`config.mk`:
```
export PLATFORM = sky130hd
export DESIGN_NAME = infusion_limit_check_and_dose
export DESIGN_NICKNAME = d
export VERILOG_FILES = /design/src/rtl/ilcd_pkg.sv /design/src/rtl/ilcd_check.sv /design/src/rtl/ilcd_div60.sv /design/src/rtl/ilcd_wdiv.sv /design/src/rtl/infusion_limit_check_and_dose.sv
export SDC_FILE = /design/constraint.sdc
export NUM_CORES = 2
export LEC_CHECK = 0
export BUFFER_PORTS_ARGS = -buffer_cell sky130_fd_sc_hd__buf_4
export CORE_UTILIZATION = 55
export DETAILED_ROUTE_END_ITERATION = 8
export GPL_TIMING_DRIVEN = 0
export PLACE_DENSITY_LB_ADDON = 0.2
export SETUP_SLACK_MARGIN = 0.1
export SLEW_MARGIN = 20
export SYNTH_ARGS = -nofsm -noshare
export SYNTH_HDL_FRONTEND = slang
export SYNTH_SLANG_ARGS = --single-unit
```
`constraint.sdc`:
```
create_clock -name aclk -period 17.3 [get_ports aclk]
set_input_delay 1.73 -clock aclk [delete_from_list [all_inputs] [get_ports aclk]]
set_output_delay 1.73 -clock aclk [all_outputs]
set_load 0.005 [all_outputs]
```
`src/rtl/ilcd_pkg.sv`:
```
// Shared types, constants and the drug table for the infusion limit checker.
// No dependencies; every other file in rtl/ refers to this package by scoped names.
package ilcd_pkg;

    // Field widths
    localparam int RATE_W    = 16;
    localparam int VOL_W     = 16;
    localparam int CODE_W    = 16;
    localparam int WEIGHT_W  = 8;
    localparam int CONC_W    = 20;
    localparam int DOSE_W    = 32;
    localparam int PROD_W    = RATE_W + CONC_W;
    localparam int VERDICT_W = 3;

    // Stream payloads
    localparam int S_TDATA_W = 56;
    localparam int M_TDATA_W = 40;

    // Configuration port
    localparam int CFG_INDEX_W = 3;
    localparam int CFG_DATA_W  = 16;

    localparam logic [CFG_INDEX_W-1:0] CFG_IDX_MIN_WEIGHT = 3'd0;
    localparam logic [CFG_INDEX_W-1:0] CFG_IDX_MAX_WEIGHT = 3'd1;
    localparam logic [CFG_INDEX_W-1:0] CFG_IDX_MAX_VOLUME = 3'd2;
    localparam logic [CFG_INDEX_W-1:0] CFG_IDX_HARD_MAX   = 3'd3;
    localparam logic [CFG_INDEX_W-1:0] CFG_IDX_HARD_MIN   = 3'd4;
    localparam logic [CFG_INDEX_W-1:0] CFG_IDX_SOFT_MAX   = 3'd5;

    localparam logic [WEIGHT_W-1:0] RST_MIN_WEIGHT = 8'd1;
    localparam logic [WEIGHT_W-1:0] RST_MAX_WEIGHT = 8'd250;
    localparam logic [VOL_W-1:0]    RST_MAX_VOLUME = 16'd1000;
    localparam logic [RATE_W-1:0]   RST_HARD_MAX   = 16'd500;
    localparam logic [RATE_W-1:0]   RST_HARD_MIN   = 16'd1;
    localparam logic [RATE_W-1:0]   RST_SOFT_MAX   = 16'd300;

    // Drug table
    localparam int DRUG_TABLE_CAP   = 64;
    localparam int DRUG_IDX_W       = 6;
    localparam int DRUG_ENTRIES_DEF = 6;

    // Division by 60: drop two bits, then divide by 15 through a reciprocal.
    localparam int                   Y_W     = 30;
    localparam int                   RECIP_W = 31;
    localparam int                   P_W     = Y_W + RECIP_W;
    localparam int                   RECIP_SHIFT = 34;
    localparam logic [RECIP_W-1:0]   RECIP_15    = 31'h4444_4444; // floor(2^34 / 15)
    localparam int                   Q60_W   = P_W - RECIP_SHIFT;

    // Division by weight
    localparam int DIV_BITS_PER_STAGE = 4;
    localparam int DIV_STAGES = (Q60_W + DIV_BITS_PER_STAGE - 1) / DIV_BITS_PER_STAGE;
    localparam int DIV_WORK_W = DIV_STAGES * DIV_BITS_PER_STAGE;

    typedef enum logic [VERDICT_W-1:0] {
        VERDICT_PASS         = 3'd0,
        VERDICT_SOFT_WARN    = 3'd1,
        VERDICT_OVER_MAX     = 3'd2,
        VERDICT_UNDER_MIN    = 3'd3,
        VERDICT_VOLUME       = 3'd4,
        VERDICT_WEIGHT       = 3'd5,
        VERDICT_UNKNOWN_DRUG = 3'd6
    } verdict_t;

    typedef enum logic [1:0] {
        DOSE_ZERO = 2'd0,
        DOSE_SAT  = 2'd1,
        DOSE_DIV  = 2'd2
    } dose_kind_t;

    typedef struct packed {
        logic               valid;
        logic [CODE_W-1:0]  code;
        logic [CONC_W-1:0]  conc;
        logic [RATE_W-1:0]  rate_hi;
        logic [RATE_W-1:0]  rate_lo;
    } drug_row_t;

    typedef struct packed {
        logic [WEIGHT_W-1:0] min_weight;
        logic [WEIGHT_W-1:0] max_weight;
        logic [VOL_W-1:0]    max_volume;
        logic [RATE_W-1:0]   rate_ceil;
        logic [RATE_W-1:0]   rate_floor;
        logic [RATE_W-1:0]   soft_max;
    } cfg_t;

    typedef struct packed {
        logic [WEIGHT_W-1:0] weight;
        logic [CODE_W-1:0]   code;
        logic [VOL_W-1:0]    volume;
        logic [RATE_W-1:0]   rate;
    } req_t;

    typedef struct packed {
        verdict_t            verdict;
        dose_kind_t          kind;
        logic [RATE_W-1:0]   rate;
        logic [CONC_W-1:0]   conc;
        logic [WEIGHT_W-1:0] weight;
    } chk_beat_t;

    typedef struct packed {
        verdict_t            verdict;
        dose_kind_t          kind;
        logic [Q60_W-1:0]    quot;
        logic [WEIGHT_W-1:0] weight;
    } q60_beat_t;

    typedef struct packed {
        verdict_t         verdict;
        dose_kind_t       kind;
        logic [Q60_W-1:0] quot;
    } res_beat_t;

    function automatic drug_row_t drug_row(input logic [DRUG_IDX_W-1:0] idx);
        drug_row_t row;
        row = '0;
        unique case (idx)
            6'd0:    row = '{1'b1, 16'd1, 20'd1000,    16'd50,   16'd1};
            6'd1:    row = '{1'b1, 16'd2, 20'd50,      16'd200,  16'd10};
            6'd2:    row = '{1'b1, 16'd3, 20'd1000,    16'd10,   16'd1};
            6'd3:    row = '{1'b1, 16'd4, 20'd1000000, 16'd1000, 16'd100};
            6'd4:    row = '{1'b1, 16'd5, 20'd400000,  16'd20,   16'd2};
            6'd5:    row = '{1'b1, 16'd6, 20'd1000,    16'd20,   16'd1};
            default: row = '0;
        endcase
        return row;
    endfunction

endpackage

```
`src/rtl/ilcd_check.sv`:
```
// First pipeline stage: drug lookup, limit checks and verdict.
// Depends on ilcd_pkg for the drug table, register and beat types.
module ilcd_check #(
    parameter int DRUG_ENTRIES = ilcd_pkg::DRUG_ENTRIES_DEF
) (
    input  logic                aclk,
    input  logic                aresetn,
    input  ilcd_pkg::cfg_t      cfg,
    input  logic                in_valid,
    output logic                in_ready,
    input  ilcd_pkg::req_t      in_beat,
    output logic                out_valid,
    input  logic                out_ready,
    output ilcd_pkg::chk_beat_t out_beat
);

    logic                valid_reg;
    ilcd_pkg::chk_beat_t beat_reg;
    ilcd_pkg::chk_beat_t beat_next;
    logic                hit;
    ilcd_pkg::drug_row_t row;
    logic [ilcd_pkg::RATE_W-1:0] eff_ceil;
    logic [ilcd_pkg::RATE_W-1:0] eff_floor;

    // Lookup: scan from the top so the lowest matching entry wins
    always_comb begin
        ilcd_pkg::drug_row_t entry;
        hit = 1'b0;
        row = '0;
        for (int i = ilcd_pkg::DRUG_TABLE_CAP - 1; i >= 0; i--) begin
            entry = ilcd_pkg::drug_row(ilcd_pkg::DRUG_IDX_W'(i));
            if (i < DRUG_ENTRIES && entry.valid && entry.code == in_beat.code) begin
                hit = 1'b1;
                row = entry;
            end
        end
    end

    assign eff_ceil  = (row.rate_hi < cfg.rate_ceil) ? row.rate_hi : cfg.rate_ceil;
    assign eff_floor = (row.rate_lo > cfg.rate_floor) ? row.rate_lo : cfg.rate_floor;

    always_comb begin
        beat_next.rate   = in_beat.rate;
        beat_next.conc   = row.conc;
        beat_next.weight = in_beat.weight;

        if (!hit || in_beat.weight == '0 || in_beat.weight < cfg.min_weight) begin
            beat_next.kind = ilcd_pkg::DOSE_ZERO;
        end else begin
            beat_next.kind = ilcd_pkg::DOSE_DIV;
        end

        priority if (!hit) begin
            beat_next.verdict = ilcd_pkg::VERDICT_UNKNOWN_DRUG;
        end else if (in_beat.weight < cfg.min_weight || in_beat.weight > cfg.max_weight) begin
            beat_next.verdict = ilcd_pkg::VERDICT_WEIGHT;
        end else if (in_beat.volume == '0 || in_beat.volume > cfg.max_volume) begin
            beat_next.verdict = ilcd_pkg::VERDICT_VOLUME;
        end else if (in_beat.rate > eff_ceil) begin
            beat_next.verdict = ilcd_pkg::VERDICT_OVER_MAX;
        end else if (in_beat.rate < eff_floor) begin
            beat_next.verdict = ilcd_pkg::VERDICT_UNDER_MIN;
        end else if (in_beat.rate > cfg.soft_max) begin
            beat_next.verdict = ilcd_pkg::VERDICT_SOFT_WARN;
        end else begin
            beat_next.verdict = ilcd_pkg::VERDICT_PASS;
        end
    end

    assign in_ready = !valid_reg || out_ready;

    always_ff @(posedge aclk) begin
        if (!aresetn) begin
            valid_reg <= 1'b0;
        end else if (in_ready) begin
            valid_reg <= in_valid;
        end
    end

    always_ff @(posedge aclk) begin
        if (in_ready && in_valid) begin
            beat_reg <= beat_next;
        end
    end

    assign out_valid = valid_reg;
    assign out_beat  = beat_reg;

endmodule

```
`src/rtl/ilcd_div60.sv`:
```
// Product stage and division by 60 (shift by two, reciprocal multiply by 1/15,
// one-step correction). Three register stages. Depends on ilcd_pkg.
module ilcd_div60 (
    input  logic                aclk,
    input  logic                aresetn,
    input  logic                in_valid,
    output logic                in_ready,
    input  ilcd_pkg::chk_beat_t in_beat,
    output logic                out_valid,
    input  logic                out_ready,
    output ilcd_pkg::q60_beat_t out_beat
);

    // Stage B: product
    logic                        valid_b_reg;
    logic [ilcd_pkg::PROD_W-1:0] prod;
    logic [ilcd_pkg::Y_W-1:0]    y_b_reg;
    ilcd_pkg::verdict_t          verdict_b_reg;
    ilcd_pkg::dose_kind_t        kind_b_reg;
    ilcd_pkg::dose_kind_t        kind_b_next;
    logic [ilcd_pkg::WEIGHT_W-1:0] weight_b_reg;

    // Stage C: reciprocal product
    logic                        valid_c_reg;
    logic [ilcd_pkg::P_W-1:0]    p_c_reg;
    logic [ilcd_pkg::Y_W-1:0]    y_c_reg;
    ilcd_pkg::verdict_t          verdict_c_reg;
    ilcd_pkg::dose_kind_t        kind_c_reg;
    logic [ilcd_pkg::WEIGHT_W-1:0] weight_c_reg;

    // Stage D: corrected quotient
    logic                        valid_d_reg;
    ilcd_pkg::q60_beat_t         beat_d_reg;
    ilcd_pkg::q60_beat_t         beat_d_next;
    logic [ilcd_pkg::Q60_W-1:0]  q_est;
    logic [ilcd_pkg::RECIP_W-1:0] resid;

    logic ready_b;
    logic ready_c;
    logic ready_d;

    assign ready_d  = !valid_d_reg || out_ready;
    assign ready_c  = !valid_c_reg || ready_d;
    assign ready_b  = !valid_b_reg || ready_c;
    assign in_ready = ready_b;

    assign prod = ilcd_pkg::PROD_W'(in_beat.rate) * ilcd_pkg::PROD_W'(in_beat.conc);

    always_comb begin
        kind_b_next = in_beat.kind;
        if (in_beat.kind == ilcd_pkg::DOSE_DIV &&
            prod[ilcd_pkg::PROD_W-1:ilcd_pkg::DOSE_W] != '0) begin
            kind_b_next = ilcd_pkg::DOSE_SAT;
        end
    end

    // Estimate is at most one below floor(y / 15)
    assign q_est = p_c_reg[ilcd_pkg::P_W-1:ilcd_pkg::RECIP_SHIFT];
    assign resid = ilcd_pkg::RECIP_W'(y_c_reg)
                 - ({q_est, 4'b0000} - ilcd_pkg::RECIP_W'(q_est));

    always_comb begin
        beat_d_next.verdict = verdict_c_reg;
        beat_d_next.kind    = kind_c_reg;
        beat_d_next.weight  = weight_c_reg;
        beat_d_next.quot    = q_est;
        if (resid >= ilcd_pkg::RECIP_W'(15)) begin
            beat_d_next.quot = q_est + ilcd_pkg::Q60_W'(1);
        end
    end

    always_ff @(posedge aclk) begin
        if (!aresetn) begin
            valid_b_reg <= 1'b0;
            valid_c_reg <= 1'b0;
            valid_d_reg <= 1'b0;
        end else begin
            if (ready_b) begin
                valid_b_reg <= in_valid;
            end
            if (ready_c) begin
                valid_c_reg <= valid_b_reg;
            end
            if (ready_d) begin
                valid_d_reg <= valid_c_reg;
            end
        end
    end

    always_ff @(posedge aclk) begin
        if (ready_b && in_valid) begin
            y_b_reg       <= prod[ilcd_pkg::DOSE_W-1:2];
            verdict_b_reg <= in_beat.verdict;
            kind_b_reg    <= kind_b_next;
            weight_b_reg  <= in_beat.weight;
        end
        if (ready_c && valid_b_reg) begin
            p_c_reg       <= ilcd_pkg::P_W'(y_b_reg) * ilcd_pkg::P_W'(ilcd_pkg::RECIP_15);
            y_c_reg       <= y_b_reg;
            verdict_c_reg <= verdict_b_reg;
            kind_c_reg    <= kind_b_reg;
            weight_c_reg  <= weight_b_reg;
        end
        if (ready_d && valid_c_reg) begin
            beat_d_reg <= beat_d_next;
        end
    end

    assign out_valid = valid_d_reg;
    assign out_beat  = beat_d_reg;

    a_recip_error_bounded: assert property (@(posedge aclk) disable iff (!aresetn)
        valid_c_reg |-> resid < ilcd_pkg::RECIP_W'(30))
        else $error("reciprocal estimate off by more than one");

endmodule

```
`src/rtl/ilcd_wdiv.sv`:
```
// Pipelined restoring divider: quotient of the divide-by-60 result by weight,
// a few quotient bits per register stage. Depends on ilcd_pkg.
module ilcd_wdiv (
    input  logic                aclk,
    input  logic                aresetn,
    input  logic                in_valid,
    output logic                in_ready,
    input  ilcd_pkg::q60_beat_t in_beat,
    output logic                out_valid,
    input  logic                out_ready,
    output ilcd_pkg::res_beat_t out_beat
);

    localparam int STAGES = ilcd_pkg::DIV_STAGES;
    localparam int WORK_W = ilcd_pkg::DIV_WORK_W;
    localparam int WT_W   = ilcd_pkg::WEIGHT_W;

    typedef struct packed {
        ilcd_pkg::verdict_t   verdict;
        ilcd_pkg::dose_kind_t kind;
        logic [WT_W-1:0]      divisor;
        logic [WT_W-1:0]      rem;
        logic [WORK_W-1:0]    work;
    } wdiv_stage_t;

    wdiv_stage_t         stage_src  [0:STAGES-1];
    wdiv_stage_t         stage_reg  [1:STAGES];
    wdiv_stage_t         stage_next [1:STAGES];
    logic [STAGES-1:0]   src_valid;
    logic [STAGES:1]     valid_reg;
    logic [STAGES+1:1]   stage_ready;

    assign stage_src[0].verdict = in_beat.verdict;
    assign stage_src[0].kind    = in_beat.kind;
    assign stage_src[0].divisor = in_beat.weight;
    assign stage_src[0].rem     = '0;
    assign stage_src[0].work    = WORK_W'(in_beat.quot);
    assign src_valid[0]         = in_valid;

    assign stage_ready[STAGES+1] = out_ready;
    assign in_ready              = stage_ready[1];

    for (genvar s = 1; s <= STAGES; s++) begin : g_stage
        if (s < STAGES) begin : g_link
            assign stage_src[s] = stage_reg[s];
            assign src_valid[s] = valid_reg[s];
        end

        assign stage_ready[s] = !valid_reg[s] || stage_ready[s+1];

        always_comb begin
            wdiv_stage_t      acc;
            logic [WT_W:0]    trial;
            acc = stage_src[s-1];
            for (int k = 0; k < ilcd_pkg::DIV_BITS_PER_STAGE; k++) begin
                trial = {acc.rem, acc.work[WORK_W-1]};
                if (trial >= {1'b0, acc.divisor}) begin
                    trial    = trial - {1'b0, acc.divisor};
                    acc.work = {acc.work[WORK_W-2:0], 1'b1};
                end else begin
                    acc.work = {acc.work[WORK_W-2:0], 1'b0};
                end
                acc.rem = trial[WT_W-1:0];
            end
            stage_next[s] = acc;
        end

        always_ff @(posedge aclk) begin
            if (!aresetn) begin
                valid_reg[s] <= 1'b0;
            end else if (stage_ready[s]) begin
                valid_reg[s] <= src_valid[s-1];
            end
        end

        always_ff @(posedge aclk) begin
            if (stage_ready[s] && src_valid[s-1]) begin
                stage_reg[s] <= stage_next[s];
            end
        end
    end

    assign out_valid        = valid_reg[STAGES];
    assign out_beat.verdict = stage_reg[STAGES].verdict;
    assign out_beat.kind    = stage_reg[STAGES].kind;
    assign out_beat.quot    = stage_reg[STAGES].work[ilcd_pkg::Q60_W-1:0];

    a_rem_below_divisor: assert property (@(posedge aclk) disable iff (!aresetn)
        (valid_reg[STAGES] && stage_reg[STAGES].divisor != '0)
            |-> stage_reg[STAGES].rem < stage_reg[STAGES].divisor)
        else $error("divider remainder not below divisor");

endmodule

```
`src/rtl/infusion_limit_check_and_dose.sv`:
```
// Top level of the infusion limit checker: configuration registers, the check,
// divide-by-60 and weight-divider pipelines, and the output register.
// Depends on ilcd_pkg, ilcd_check, ilcd_div60 and ilcd_wdiv.
//
//  channel  | dir | handshake          | payload
//  ---------+-----+--------------------+-------------------------------------------
//  s_       | in  | s_tvalid/s_tready  | s_tdata: rate, volume, drug_code, weight
//  m_       | out | m_tvalid/m_tready  | m_tdata: verdict, dose_mcg_per_kg_min
//  cfg_     | in  | cfg_wr_en          | cfg_index, cfg_wdata
//
// One beat enters per cycle unless m_tready stalls. Register stages: check 1,
// product and divide by 60 3, weight divider 7 at four quotient bits a stage,
// output register 1. Each stage has its own valid bit and takes a new beat whenever
// it is empty or its successor moves, so bubbles close up under a stalled m_tready.
// Synchronous active-low reset clears the valid bits and loads register defaults.
module infusion_limit_check_and_dose #(
    parameter int DRUG_ENTRIES = ilcd_pkg::DRUG_ENTRIES_DEF
) (
    input  logic                              aclk,
    input  logic                              aresetn,
    input  logic                              s_tvalid,
    output logic                              s_tready,
    // [15:0] rate_ml_per_hour, [31:16] volume_ml, [47:32] drug_code, [55:48] weight_kg
    input  logic [ilcd_pkg::S_TDATA_W-1:0]    s_tdata,
    output logic                              m_tvalid,
    input  logic                              m_tready,
    // [2:0] verdict, [34:3] dose_mcg_per_kg_min, [39:35] zero
    output logic [ilcd_pkg::M_TDATA_W-1:0]    m_tdata,
    input  logic                              cfg_wr_en,
    input  logic [ilcd_pkg::CFG_INDEX_W-1:0]  cfg_index,
    input  logic [ilcd_pkg::CFG_DATA_W-1:0]   cfg_wdata
);

    ilcd_pkg::cfg_t       cfg_reg;
    ilcd_pkg::cfg_t       cfg_next;
    ilcd_pkg::req_t       req;

    logic                 chk_valid;
    logic                 chk_ready;
    ilcd_pkg::chk_beat_t  chk_beat;
    logic                 q60_valid;
    logic                 q60_ready;
    ilcd_pkg::q60_beat_t  q60_beat;
    logic                 res_valid;
    logic                 res_ready;
    ilcd_pkg::res_beat_t  res_beat;

    logic                              m_valid_reg;
    logic [ilcd_pkg::M_TDATA_W-1:0]    m_data_reg;
    logic [ilcd_pkg::M_TDATA_W-1:0]    m_data_next;
    logic [ilcd_pkg::DOSE_W-1:0]       dose;

    // Configuration registers
    always_comb begin
        cfg_next = cfg_reg;
        if (cfg_wr_en) begin
            unique case (cfg_index)
                ilcd_pkg::CFG_IDX_MIN_WEIGHT: cfg_next.min_weight = cfg_wdata[7:0];
                ilcd_pkg::CFG_IDX_MAX_WEIGHT: cfg_next.max_weight = cfg_wdata[7:0];
                ilcd_pkg::CFG_IDX_MAX_VOLUME: cfg_next.max_volume = cfg_wdata;
                ilcd_pkg::CFG_IDX_HARD_MAX:   cfg_next.rate_ceil  = cfg_wdata;
                ilcd_pkg::CFG_IDX_HARD_MIN:   cfg_next.rate_floor = cfg_wdata;
                ilcd_pkg::CFG_IDX_SOFT_MAX:   cfg_next.soft_max   = cfg_wdata;
                default: ; // drop writes beyond the register list
            endcase
        end
    end

    always_ff @(posedge aclk) begin
        if (!aresetn) begin
            cfg_reg.min_weight <= ilcd_pkg::RST_MIN_WEIGHT;
            cfg_reg.max_weight <= ilcd_pkg::RST_MAX_WEIGHT;
            cfg_reg.max_volume <= ilcd_pkg::RST_MAX_VOLUME;
            cfg_reg.rate_ceil  <= ilcd_pkg::RST_HARD_MAX;
            cfg_reg.rate_floor <= ilcd_pkg::RST_HARD_MIN;
            cfg_reg.soft_max   <= ilcd_pkg::RST_SOFT_MAX;
        end else begin
            cfg_reg <= cfg_next;
        end
    end

    assign req.rate   = s_tdata[15:0];
    assign req.volume = s_tdata[31:16];
    assign req.code   = s_tdata[47:32];
    assign req.weight = s_tdata[55:48];

    ilcd_check #(
        .DRUG_ENTRIES (DRUG_ENTRIES)
    ) u_check (
        .aclk      (aclk),
        .aresetn   (aresetn),
        .cfg       (cfg_reg),
        .in_valid  (s_tvalid),
        .in_ready  (s_tready),
        .in_beat   (req),
        .out_valid (chk_valid),
        .out_ready (chk_ready),
        .out_beat  (chk_beat)
    );

    ilcd_div60 u_div60 (
        .aclk      (aclk),
        .aresetn   (aresetn),
        .in_valid  (chk_valid),
        .in_ready  (chk_ready),
        .in_beat   (chk_beat),
        .out_valid (q60_valid),
        .out_ready (q60_ready),
        .out_beat  (q60_beat)
    );

    ilcd_wdiv u_wdiv (
        .aclk      (aclk),
        .aresetn   (aresetn),
        .in_valid  (q60_valid),
        .in_ready  (q60_ready),
        .in_beat   (q60_beat),
        .out_valid (res_valid),
        .out_ready (res_ready),
        .out_beat  (res_beat)
    );

    always_comb begin
        unique case (res_beat.kind)
            ilcd_pkg::DOSE_ZERO: dose = '0;
            ilcd_pkg::DOSE_SAT:  dose = '1;
            ilcd_pkg::DOSE_DIV:  dose = ilcd_pkg::DOSE_W'(res_beat.quot);
            default:             dose = '0;
        endcase
        m_data_next = {5'b00000, dose, res_beat.verdict};
    end

    // Output register: hold while the sink stalls
    assign res_ready = !m_valid_reg || m_tready;

    always_ff @(posedge aclk) begin
        if (!aresetn) begin
            m_valid_reg <= 1'b0;
        end else if (res_ready) begin
            m_valid_reg <= res_valid;
        end
    end

    always_ff @(posedge aclk) begin
        if (res_ready && res_valid) begin
            m_data_reg <= m_data_next;
        end
    end

    assign m_tvalid = m_valid_reg;
    assign m_tdata  = m_data_reg;

    a_unknown_drug_zero_dose: assert property (@(posedge aclk) disable iff (!aresetn)
        (m_tvalid && m_tdata[2:0] == ilcd_pkg::VERDICT_UNKNOWN_DRUG)
            |-> m_tdata[34:3] == '0)
        else $error("unknown drug with nonzero dose");

    a_empty_output_takes_input: assert property (@(posedge aclk) disable iff (!aresetn)
        !m_tvalid |-> s_tready)
        else $error("input stalled with empty output register");

    a_reset_clears_output: assert property (@(posedge aclk)
        (aresetn && $past(!aresetn)) |-> !m_tvalid)
        else $error("output valid straight after reset");

endmodule
```
==> results.md <==
* Row count at 113
* Fill cells at 7,846
* IO Port Bufs at 113
* DIE AREA at 97,200 um^2
* Horiz. Die Dim at 312 um
* Synth cell types at 87
* Multi-input logic area at 31,400 um^2
* Max_cap viols at 0
* Worst-Skew Late Latency at 0.64 ns
* CTS resizes at 0
* DRC at 0
* # setup viols final at 0
* First-pass GRT wire length at 189,000 um
* Worst-path fanout max at 10
* DP Wirelength at 94,400 um
* Register area share after synthesis at 0.343
* Hold_buf cts at 0
* Worst EP arrival at 11.62 ns
* CP max stage delay at 0.52 ns
* Initial Util at 0.556
* Dominant cell type by area after synthesis: edfxtp_1
* Fin Hold WS at 0.395 ns
* DP Area at 55,800 um^2
* Largest cells by area after synthesis: edfxtp_1, ha_1, fa_1, inv_1, dfxtp_1
* Slew Limit Headroom at 0.332
* CTS clk-pin slew, worst paths at 0.06 ns
* Cell area after layout at 58,300 um^2
* Worst setup SP type: flop
* Xor and xnor area share after synthesis at 0.0338
* Most common cell in the netlist: inv_1
* First DRT Iteration DRCs at 2,250
* Number of buffers created by CTS at 72
* Post-Synth Simple-Gate Area at 0.107
* EDFF count, synth at 541
* Number of synthesized register bits at 633
* Setup CP Type: reg -> reg
* WL/cell at 17.8 um
* CTS tree: done
* Avg Inst Size Synth at 10.5 um^2
* Number of flip-flops in the largest register at 320
* Cells after Synth at 5,012
* Final ANT Viol Nets at 0
* Ports at 122
* F_max at 88.9 MHz
* Die Ht at 312 um
* Clock Skew at 0.0357 ns
* Tcrit/Tclk final at 0.650
* Total negative slack at 0 ns
* Multiplexer share of the synthesized area at 0.0293
* Area Growth Syn to Fin at 10.4%
* Number of H-tree levels at 3
* Largest net degree at the start of global routing at 35
* Final hold violations at 0
* Core ar. at 95,000 um^2
* Post-synth top area share at 0.308
* Largest family of logic cells by synthesized area: adder cells
* Synth async-reset ratio at 0
* Vias after detailed routing at 36,344
* FF+latch area at 18,100 um^2
* Post-CTS Setup Bufs at 0
* Synthesis Warnings at 0
* Routability Congestion at 0.936
* Min cycle time layout at 11.25 ns
* Final net count at 6,389
* Initial antenna violation count at 1
* CTS Buffer Depth at 3
* Pins Over Slew Limit at 0
* All-Layer GR Usage at 0.243
* RSZ-0062 raised after global routing: no
* Global route overflow at 0
* Vias in the first global route at 36,267
* Root Buffer: clkbuf_16
* Crit. End Element: flop
* Worst Max-Slew Pin Slew at 0.988 ns
* Slowest CP cell: edfxtp_1
* Compound-cell area share of the yosys netlist at 0.116
* Min-delay worst type: reg -> reg
* Share of cells above drive strength 1 at 0.0758
* Adder-cell share of the synthesized area at 0.306
* 1st-pass router iterations at 6
* WP data required at 17.67 ns
* Clk sinks at 633
* Inst Count DP at 6,420
* Commonest cells post-synth: inv_1, ha_1, edfxtp_1
* Synthesized area at 52,800 um^2
* Non-Filler Instances at 6,554
* Synth Flop Type: edfxtp_1
* Final wirelength at 116,000 um
* Status: completed
* DR vias/cell at 5.55
==> worst max-delay path, delay by kind of cell (launching register included) <==
family,cells,cell delay [ns]
buffers and inverters,7,1.96
multiplexers,1,0.31
flip-flops,1,0.52
AND/OR/NAND/NOR,10,1.81
adder cells (fa/ha/maj),4,1.26
AO/OA/AOI/OAI,24,5.12
==> layer usage <==
| metal | track usage | wire (um) | vias up |
|---|---|---|---|
| li1 | - | - | 17846 |
| met1 | 0.330 | 52800 | 17534 |
| met2 | 0.409 | 55800 | 770 |
| met3 | 0.0303 | 4690 | 194 |
| met4 | 0.0699 | 3100 | 0 |
| met5 | 0 | 0 | - |
==> cell type report <==
class                   count  share of cell area
well taps                1265              0.0272
diodes                      2           0.0000859
flip-flops and latches    633               0.310
clock inverters            42             0.00809
inverters                 811              0.0522
multi-input cells        3489               0.539
clock buffers              90              0.0338
repair buffers            131              0.0222
plain buffers              91             0.00689
==> cell families after synthesis <==
family | after synthesis
flip-flops | 633
adder cells (fa/ha/maj) | 1080
other | 2
multiplexers | 144
buffers and inverters | 902
AO/OA/AOI/OAI | 928
AND/OR/NAND/NOR | 1119
XOR/XNOR | 204
==> metrics by stage <==
step | utilization | setup slack (ns)
final | 0.613 | 6.05
after detailed placement | 0.588 | 6.11
after global placement | 0.582 | 6.37
after floorplan | - | 7.96
after global routing | 0.613 | 4.88
after CTS | 0.613 | 6.11
==> final timing paths <==
kind         slack [ns]                      from  depth (start not counted)                       end
min                0.40  u_wdiv.stage_reg[0][218]                          0  u_wdiv.stage_reg[0][271]
min reg2reg        0.40  u_wdiv.stage_reg[0][218]                          0  u_wdiv.stage_reg[0][271]
max reg2reg        6.05  u_wdiv.stage_reg[0][282]                         46  u_wdiv.stage_reg[0][323]
max                6.05  u_wdiv.stage_reg[0][282]                         46  u_wdiv.stage_reg[0][323]
==> placed cells by master, fill, tap and decap left out, drive strengths merged, types with 62 or more instances in the layout <==
cell type    n
clkbuf     160
fa         351
nand2      332
o21ai      181
a21boi      99
a21oi      245
o21a        63
edfxtp     541
ha         729
nor2b       82
a21o       106
mux2        82
and2       129
dfxtp       92
xnor2      148
nand2b      66
nand3       66
nor2       198
buf        152
mux2i       62
nand4       71
inv        818
Power is left out: the tool's default activity adds up to more than one toggle a clock period on the data nets, which glitch-free logic cannot reach.
